File: config.mk
export PLATFORM = sky130hd
export DESIGN_NAME = i2c_master_transfer_sequencer
export DESIGN_NICKNAME = d
export VERILOG_FILES = /design/src/rtl/i2cms_pkg.sv /design/src/rtl/i2cms_step.sv /design/src/rtl/i2c_master_transfer_sequencer.sv
export SDC_FILE = /design/constraint.sdc
export NUM_CORES = 2
export LEC_CHECK = 0
export ABC_AREA = 1
export BUFFER_PORTS_ARGS = -buffer_cell sky130_fd_sc_hd__buf_2
export CORE_MARGIN = 10
export CORE_UTILIZATION = 35
export DETAILED_ROUTE_END_ITERATION = 10
export MAX_ROUTING_LAYER = met4
export PLACE_DENSITY_LB_ADDON = 0.15
export SLEW_MARGIN = 20
export SYNTH_ARGS = -nofsm -noshare
export SYNTH_HDL_FRONTEND = slang
export SYNTH_HIERARCHICAL = 1
export SYNTH_SLANG_ARGS = --single-unit
File: constraint.sdc
create_clock -name aclk -period 4.6 [get_ports aclk]
set_clock_uncertainty 0.05 [all_clocks]
set_input_delay 0.92 -clock aclk [delete_from_list [all_inputs] [get_ports aclk]]
set_output_delay 0.92 -clock aclk [all_outputs]
set_load 0.005 [all_outputs]
File: src/rtl/i2cms_pkg.sv
// Shared types and constants for the I2C master transfer sequencer.
package i2cms_pkg;

    // Transmit buffer: depth is a power of two, positions wrap on the index bits.
    localparam int BUF_IDX_W = 8;
    localparam int BUF_DEPTH = 2 ** BUF_IDX_W;

    localparam int FUNC_W = 2;

    // Item kinds carried on s_tuser.
    localparam logic [FUNC_W-1:0] FUNC_LOAD   = 2'd0;
    localparam logic [FUNC_W-1:0] FUNC_REQ    = 2'd1;
    localparam logic [FUNC_W-1:0] FUNC_STATUS = 2'd2;

    // Bus status codes after masking.
    localparam logic [7:0] ST_MASK       = 8'hF8;
    localparam logic [7:0] ST_START      = 8'h08;
    localparam logic [7:0] ST_RSTART     = 8'h10;
    localparam logic [7:0] ST_SLAW_ACK   = 8'h18;
    localparam logic [7:0] ST_SLAW_NACK  = 8'h20;
    localparam logic [7:0] ST_DATA_ACK   = 8'h28;
    localparam logic [7:0] ST_DATA_NACK  = 8'h30;
    localparam logic [7:0] ST_SLAR_ACK   = 8'h40;
    localparam logic [7:0] ST_SLAR_NACK  = 8'h48;
    localparam logic [7:0] ST_RXD_ACK    = 8'h50;
    localparam logic [7:0] ST_RXD_NACK   = 8'h58;

    typedef enum logic [2:0] {
        ACT_NONE   = 3'd0,
        ACT_SEND   = 3'd1,
        ACT_START  = 3'd2,
        ACT_STOP   = 3'd3,
        ACT_RDACK  = 3'd4,
        ACT_RDNACK = 3'd5
    } act_t;

    typedef enum logic [2:0] {
        MODE_IDLE = 3'b001,
        MODE_WR   = 3'b010,
        MODE_RD   = 3'b100
    } mode_t;

    // Input word payload, first declared field in the highest bits.
    typedef struct packed {
        logic [7:0] bus_rx_byte;
        logic [7:0] status_code;
        logic [7:0] load_byte;
        logic [7:0] load_index;
        logic [7:0] read_count;
        logic [7:0] write_count;
        logic [7:0] slave_addr;
    } s_data_t;

    localparam int S_DATA_W = $bits(s_data_t);

    typedef struct packed {
        logic [FUNC_W-1:0] func;
        s_data_t           d;
    } item_t;

    // Result word, first declared field in the highest bits.
    typedef struct packed {
        logic       busy;
        logic       aborted;
        logic       done;
        logic [7:0] rx_byte;
        logic [7:0] rx_index;
        logic       rx_valid;
        logic [7:0] bus_byte;
        act_t       bus_action;
        logic       accepted;
    } result_t;

    localparam int M_DATA_W = $bits(result_t);

    typedef struct packed {
        mode_t      mode;
        logic [7:0] target_addr;
        logic [7:0] writes_total;
        logic [7:0] reads_total;
        logic [7:0] position;
    } seq_state_t;

endpackage

File: src/rtl/i2cms_step.sv
// Next-state and result decode for one sequencer word.
module i2cms_step (
    input  i2cms_pkg::item_t      item,
    input  i2cms_pkg::seq_state_t st,
    input  logic [7:0]            rd_byte,
    output i2cms_pkg::seq_state_t st_next,
    output i2cms_pkg::result_t    res
);
    import i2cms_pkg::*;

    logic [7:0] code;
    logic [7:0] pos_inc;

    always_comb begin
        code    = item.d.status_code & ST_MASK;
        pos_inc = st.position + 8'd1;
        st_next = st;
        res     = '0;
        res.bus_action = ACT_NONE;

        unique case (item.func)
            FUNC_LOAD: begin
                // buffer write happens at accept time
            end
            FUNC_REQ: begin
                if (st.mode == MODE_IDLE) begin
                    res.accepted         = 1'b1;
                    res.bus_action       = ACT_START;
                    st_next.writes_total = item.d.write_count;
                    st_next.reads_total  = item.d.read_count;
                    st_next.position     = 8'd0;
                    if (item.d.write_count != 8'd0) begin
                        st_next.mode        = MODE_WR;
                        st_next.target_addr = item.d.slave_addr;
                    end else begin
                        st_next.mode        = MODE_RD;
                        st_next.target_addr = item.d.slave_addr | 8'h01;
                    end
                end
            end
            FUNC_STATUS: begin
                if (st.mode != MODE_IDLE) begin
                    unique case (code) inside
                        ST_START: begin
                            res.bus_action = ACT_SEND;
                            res.bus_byte   = st.target_addr;
                        end
                        ST_RSTART: begin
                            res.bus_action = ACT_SEND;
                            res.bus_byte   = st.target_addr | 8'h01;
                        end
                        ST_SLAW_ACK, ST_DATA_ACK: begin
                            if (st.mode == MODE_WR) begin
                                if (st.position < st.writes_total) begin
                                    res.bus_action   = ACT_SEND;
                                    res.bus_byte     = rd_byte;
                                    st_next.position = pos_inc;
                                end else if (st.reads_total != 8'd0) begin
                                    res.bus_action   = ACT_START;
                                    st_next.position = 8'd0;
                                    st_next.mode     = MODE_RD;
                                end else begin
                                    res.bus_action = ACT_STOP;
                                    res.done       = 1'b1;
                                    st_next.mode   = MODE_IDLE;
                                end
                            end
                        end
                        ST_SLAR_ACK: begin
                            // single-byte read is NACKed right away
                            res.bus_action = (st.reads_total > 8'd1) ? ACT_RDACK : ACT_RDNACK;
                        end
                        ST_RXD_ACK: begin
                            if (st.position < st.reads_total) begin
                                res.rx_valid = 1'b1;
                                res.rx_index = st.position;
                                res.rx_byte  = item.d.bus_rx_byte;
                            end
                            st_next.position = pos_inc;
                            res.bus_action = (({1'b0, pos_inc} + 9'd1) < {1'b0, st.reads_total})
                                           ? ACT_RDACK : ACT_RDNACK;
                        end
                        ST_RXD_NACK: begin
                            if (st.position < st.reads_total) begin
                                res.rx_valid = 1'b1;
                                res.rx_index = st.position;
                                res.rx_byte  = item.d.bus_rx_byte;
                            end
                            st_next.position = pos_inc;
                            res.bus_action   = ACT_STOP;
                            res.done         = 1'b1;
                            st_next.mode     = MODE_IDLE;
                        end
                        ST_SLAW_NACK, ST_DATA_NACK, ST_SLAR_NACK: begin
                            res.bus_action = ACT_STOP;
                            res.aborted    = 1'b1;
                            st_next.mode   = MODE_IDLE;
                        end
                        default: begin
                            // unknown status: no action
                        end
                    endcase
                end
            end
            default: begin
                // unused kind: no action
            end
        endcase

        res.busy = (st_next.mode != MODE_IDLE);
    end

endmodule

File: src/rtl/i2c_master_transfer_sequencer.sv
// I2C master transfer sequencer top level: buffer RAM, decode stage, output register.
// A word accepted into the decode holding register moves to the output register when that is free or draining.
// Throughput: one word per cycle while m_tready does not stall the output; the transmit buffer RAM read is
// overlapped with the previous word's decode through position forwarding.
// Reset: aresetn low, synchronous; clears mode to idle, counters and both valid flags.
// The transmit buffer is not cleared; unwritten entries read as unknown.
module i2c_master_transfer_sequencer (
    input  logic                              aclk,
    input  logic                              aresetn,
    input  logic                              s_tvalid,
    output logic                              s_tready,
    // slave_addr, write_count, read_count, load_index, load_byte, status_code, bus_rx_byte
    input  logic [i2cms_pkg::S_DATA_W-1:0]    s_tdata,
    // func
    input  logic [i2cms_pkg::FUNC_W-1:0]      s_tuser,
    output logic                              m_tvalid,
    input  logic                              m_tready,
    // accepted, bus_action, bus_byte, rx_valid, rx_index, rx_byte, done, aborted, busy
    output logic [i2cms_pkg::M_DATA_W-1:0]    m_tdata
);
    import i2cms_pkg::*;

    // transmit buffer, single port, registered read
    logic [7:0] tx_mem [BUF_DEPTH];
    logic [7:0] rd_byte_reg;

    // decode stage holding register
    logic       a_valid_reg;
    item_t      a_item_reg;

    seq_state_t st_reg;
    seq_state_t st_next;
    result_t    res;

    logic       m_valid_reg;
    result_t    m_data_reg;

    item_t                in_item;
    logic                 s_acc;
    logic                 a_adv;
    logic [BUF_IDX_W-1:0] rd_addr;

    assign in_item.func = s_tuser;
    assign in_item.d    = s_data_t'(s_tdata);

    // decode stage moves on whenever the output register is free or draining
    assign a_adv    = a_valid_reg && (!m_valid_reg || m_tready);
    assign s_tready = !a_valid_reg || a_adv;
    assign s_acc    = s_tvalid && s_tready;

    // read at the position the word in decode leaves behind
    assign rd_addr = a_adv ? st_next.position[BUF_IDX_W-1:0]
                           : st_reg.position[BUF_IDX_W-1:0];

    // loads write in order at accept, so a later read always sees them
    always_ff @(posedge aclk) begin
        if (s_acc) begin
            if (in_item.func == FUNC_LOAD) begin
                tx_mem[in_item.d.load_index[BUF_IDX_W-1:0]] <= in_item.d.load_byte;
            end else begin
                rd_byte_reg <= tx_mem[rd_addr];
            end
        end
    end

    i2cms_step u_step (
        .item    (a_item_reg),
        .st      (st_reg),
        .rd_byte (rd_byte_reg),
        .st_next (st_next),
        .res     (res)
    );

    always_ff @(posedge aclk) begin
        if (s_acc) begin
            a_item_reg <= in_item;
        end
        if (a_adv) begin
            m_data_reg <= res;
        end
    end

    always_ff @(posedge aclk) begin
        if (!aresetn) begin
            a_valid_reg         <= 1'b0;
            m_valid_reg         <= 1'b0;
            st_reg.mode         <= MODE_IDLE;
            st_reg.target_addr  <= 8'd0;
            st_reg.writes_total <= 8'd0;
            st_reg.reads_total  <= 8'd0;
            st_reg.position     <= 8'd0;
        end else begin
            if (s_acc) begin
                a_valid_reg <= 1'b1;
            end else if (a_adv) begin
                a_valid_reg <= 1'b0;
            end
            if (a_adv) begin
                m_valid_reg <= 1'b1;
                st_reg      <= st_next;
            end else if (m_tready) begin
                m_valid_reg <= 1'b0;
            end
        end
    end

    assign m_tvalid = m_valid_reg;
    assign m_tdata  = m_data_reg;

endmodule

Word-level counts from Yosys, hierarchy flattened:

Memories as Yosys holds them, arrays and structs flattened. A register that Yosys moved wholly into a read port is not among the register bits.
Cells that the tools add are included.

* eq/ne operators: 16
* add/subtract/negate cells: 2
* muxes and demuxes: 39
* magnitude comparators: 4
* bitwise gates (word level): 1
* reductions and logical operators: 21

Operators by type and width (count)
* 2-to-1 mux 8 bit: 6
* 2-to-1 mux 35 bit: 1
* one-hot mux 8 bit (2 select lines): 2
* one-hot mux 8 bit (3 select lines): 1
* 2-to-1 mux 11 bit: 2
* equality test 5 x 4 -> 1 bit (second input constant): 4
* 2-to-1 mux 3 bit: 6
* one-hot mux 3 bit (2 select lines): 3
* 2-to-1 mux 17 bit: 1
* < comparator 8 bit: 2
* nonzero test 8 bit: 2
* equality test 5 x 3 -> 1 bit (second input constant): 3
* one-hot mux 3 bit (5 select lines): 1
* 2-to-1 mux 1 bit: 14
* equality test 5 x 2 -> 1 bit (second input constant): 2
* adder 8 x 1 -> 9 bit (second input constant): 1
* < comparator 9 x 8 -> 1 bit: 1
* adder 8 x 1 -> 8 bit (second input constant): 1
* greater-than comparator 8 x 1 -> 1 bit (second input constant): 1
* inequality test 3 x 1 -> 1 bit (second input constant): 2
* AND reduction 3 bit: 2
* OR reduction 2 bit: 3
* equality test 5 x 1 -> 1 bit (second input constant): 1
* AND reduction 2 bit: 2
* other kinds (15): 19

* bits in writable memories: 2048
* input port bits: 62
* flip-flop bits (word level): 111
* memories kept: 1
* output and inout port bits: 34

Memories
* tx_mem: words 256, bits a word 8, rd ports 1, clocked after Yosys merged registers in 1, wr ports 1, RTL line i2c_master_transfer_sequencer.sv:24 `logic [7:0] tx_mem [BUF_DEPTH];`

Longest topological paths before layout:

* depth after elaboration: 8
* depth in mapped cells: 32
* gate-level depth less buffers: 29

Modules after synthesis:

Netlist, hierarchy kept.

Modules (own cells, without submodules)
* i2c_master_transfer_sequencer: instances 1, cells each 8708, area each 92642.6 sq um, sequential area each 65182.5 sq um
* i2cms_step: instances 1, cells each 402, area each 2197.1 sq um, sequential area each 0.0 sq um

Worst setup path after synthesis:

No wires, ideal clock.

* kind: register -> register
* from: reg st_reg[5] in the netlist's numbering
* to: reg rd_byte_reg[7], read port of tx_mem (data pin)
* slack: 1.217 ns
* required time: 4.296 ns
* cell stages (with the launch flop): 24
* buffers on the path: 2
* arrival time: 3.078 ns
* setup time: 0.254 ns
* path through: dfxtp_1 > ha_1 > a21oi_1 > nor2_1 > nor3_1 > nand3_1 > nand2_2 > a21oi_1 > nand2_1 > nand2_1 > a21oi_1 > nand3_1 > nand2_2 > buf_2 > clkbuf_1 > nand2_1 > nand3_1 > nand3_1 > nand3_1 > nand3_1 > nand3_1 > nand3_1 > nand3_1 > nand2_1

RTL lines
* start: declaration: RTL line i2c_master_transfer_sequencer.sv:31 `seq_state_t st_reg;`
* start signal: assignment: RTL line i2c_master_transfer_sequencer.sv:100 `st_reg <= st_next;`
* end: declaration: RTL line i2c_master_transfer_sequencer.sv:25 `logic [7:0] rd_byte_reg;`

==> results.md <==
* Fin crit share at 96.4%
* IO Port Bufs at 92
* Setup_tns at 0 ns
* Critical path data arrival time at 5.05 ns
* Net Switching at 11.9 mW
* Hold Slack at 0.148 ns
* CTS tree: built
* Total grt overflow at 0
* Post-Syn Instances at 9091
* Syn_nets at 9178
* Hold-fix buffers, CTS at 0
* DRT Wirelength at 288000 um
* Status: complete, no violations
* Final Slew Violations at 0
* Ys Warns at 6
* Actual slew at the worst max-slew pin at 1.09 ns
* Worst-path clk slew at 0.07 ns
* Max Clock Freq at 0.226 GHz
* Final Hold Fails at 0
* Initial antenna violation count at 15
* Die H at 539 um
* Switching share of power at 25.9%
* Std cell rows at 190
* Final instance area at 110000 sq um
* Detailed placer's ending HPWL at 174000 um
* Global placement routability congestion at 0.879
* Crit Path Class: register to register
* CP max FO at 31
* Core Util, Final at 41.0%
* CTS Sinks at 2164
* PD cells at 419 nW/um^2
* Worst skew pair latency at 0.90 ns
* Comb pwr share at 12.1%
* Startpoint Class: register
* Max-slew headroom at 27.1%
* Worst setup EP type: register
* Syn-to-layout area delta at 16.6%
* Die area at 290000 sq um
* Post-Synthesis Cell Area at 94300 sq um
* Nets at 9492
* Initial Utilization at 35.2%
* Setup violations, final at 0
* Io pins at 96
* Max-cap violations at 0
* Final critical-path required period at 4.43 ns
* First-pass GRT wire length at 417000 um
* H-Tree Level Count at 4
* Total GRT Usage at 19.5%
* Reg power frac at 47.3%
* Max FFs per register at 2048
* Clock power frac at 40.6%
* Core Box Area at 268000 sq um
* Clock root cell: clkbuf_16
* CTS Buffer Depth at 4
* Final antenna-violating net count at 0
* Vias in the first global route at 61904
* Vias per inst at 4.88
* DR iter-0 viols at 5518
* Layout cells sized above 1 at 10.5%
* Placed cell area at 102000 sq um
* DRC violations left at 0
* Overall Power at 46.1 mW
* Routed len/inst at 21.9 um
* Pin count of the biggest net entering global routing at 92
* Worst vdd ir at 343 uV
* Worst EP required at 5.22 ns
* Vias at 64231
* Inserted Clock Buffers at 241
* Min-Delay Path Class: primary input to register
* Chip width at 539 um
* Mapped Avg Cell Area at 10.4 sq um
* Internal Power at 34.1 mW
* DR pass1 iterations at 6
* Static Leak at 44.3 nW
[power by group through the flow]
stage	Combinational, mW	Clock [mW]	Sequential, mW
CTS	5.46	19.1	21.8
finish	5.58	18.7	21.8
floorplan	2.88	0	22.2
global route	6.04	19.8	21.8
detailed placement	5.44	0	22.2
global placement	5.42	0	22.2
[layer usage]
layer  up-vias  share of wire [%]  global-route usage [%]
met5         -                  0                       -
met4         0                3.5                    6.35
met3       480                5.8                    2.67
met2      1837                 47                    31.4
met1     31291                 44                    25.5
li1      30623                  -                       -
[metrics by stage]
step                cells  setup WS, ns
floorplan            9091          1.22
global placement    12699        -0.140
detailed placement  12699       -0.0924
CTS                 13139       0.00102
global route        13159      -0.00868
finish              13162         0.166
[final timing paths]
path,startpoint,slack [ns],end,depth (start not counted)
hold reg to reg,st_reg[12],0.43,st_reg[12],2
hold / removal,s_tdata[3],0.15,a_item_reg[3],1
setup / recovery,st_reg[21],0.17,rd_byte_reg[0],26
setup reg to reg,st_reg[21],0.17,rd_byte_reg[0],26
[layout make-up]
type / instances / area, sq um
clock inverters: 146 / 1200
multi-input cells: 4994 / 22300
inverters: 1430 / 5380
well taps: 3552 / 4440
diodes: 9 / 22.5
flip-flops and latches: 2164 / 64600
fillers: 25710 / 158000
clock buffers: 293 / 6340
repair buffers: 574 / 5680
[worst max-delay path, stage by stage, from the launching register on]
cell and delay, ns:
dfxtp_1 0.32, inv_1 0.06, ha_1 0.29, a21oi_1 0.14, nor2_1 0.06, nor3_2 0.18, buf_4 0.16, nand3_1 0.11
nand2_2 0.09, a21oi_1 0.07, nand2_1 0.08, nand2_1 0.07, a21oi_2 0.19, nand3_2 0.18, nand2_8 0.23, buf_4 0.17
buf_12 0.14, buf_12 0.19, nand2_1 0.07, nand3_1 0.10, nand3_1 0.10, nand3_1 0.11, nand3_1 0.20, nand3_1 0.36
nand3_1 0.21, nand3_1 0.18, nand2_1 0.07
[timing repair]
item                       in CTS  in global routing
hold endpoints to repair        0                  0
pin swaps                       1                  7
buffers inserted                1                  6
setup endpoints to repair       8                  8
gates resized for setup         2                 41
gates cloned                    0                  8
[placed cells by master, fill, tap and decap left out, drive strengths merged, types with 10 or more instances in the layout]
master	n
nand2	2608
edfxtp	2127
nand3	1752
inv	1432
buf	566
nor2	355
clkbuf	301
clkinv	118
o211ai	91
o21ai	51
dfxtp	37
a21oi	35
ha	25
nor3	23
bufinv	19
a31oi	10
nor3b	10
Note: power is estimated with default switching activity, not from simulation.
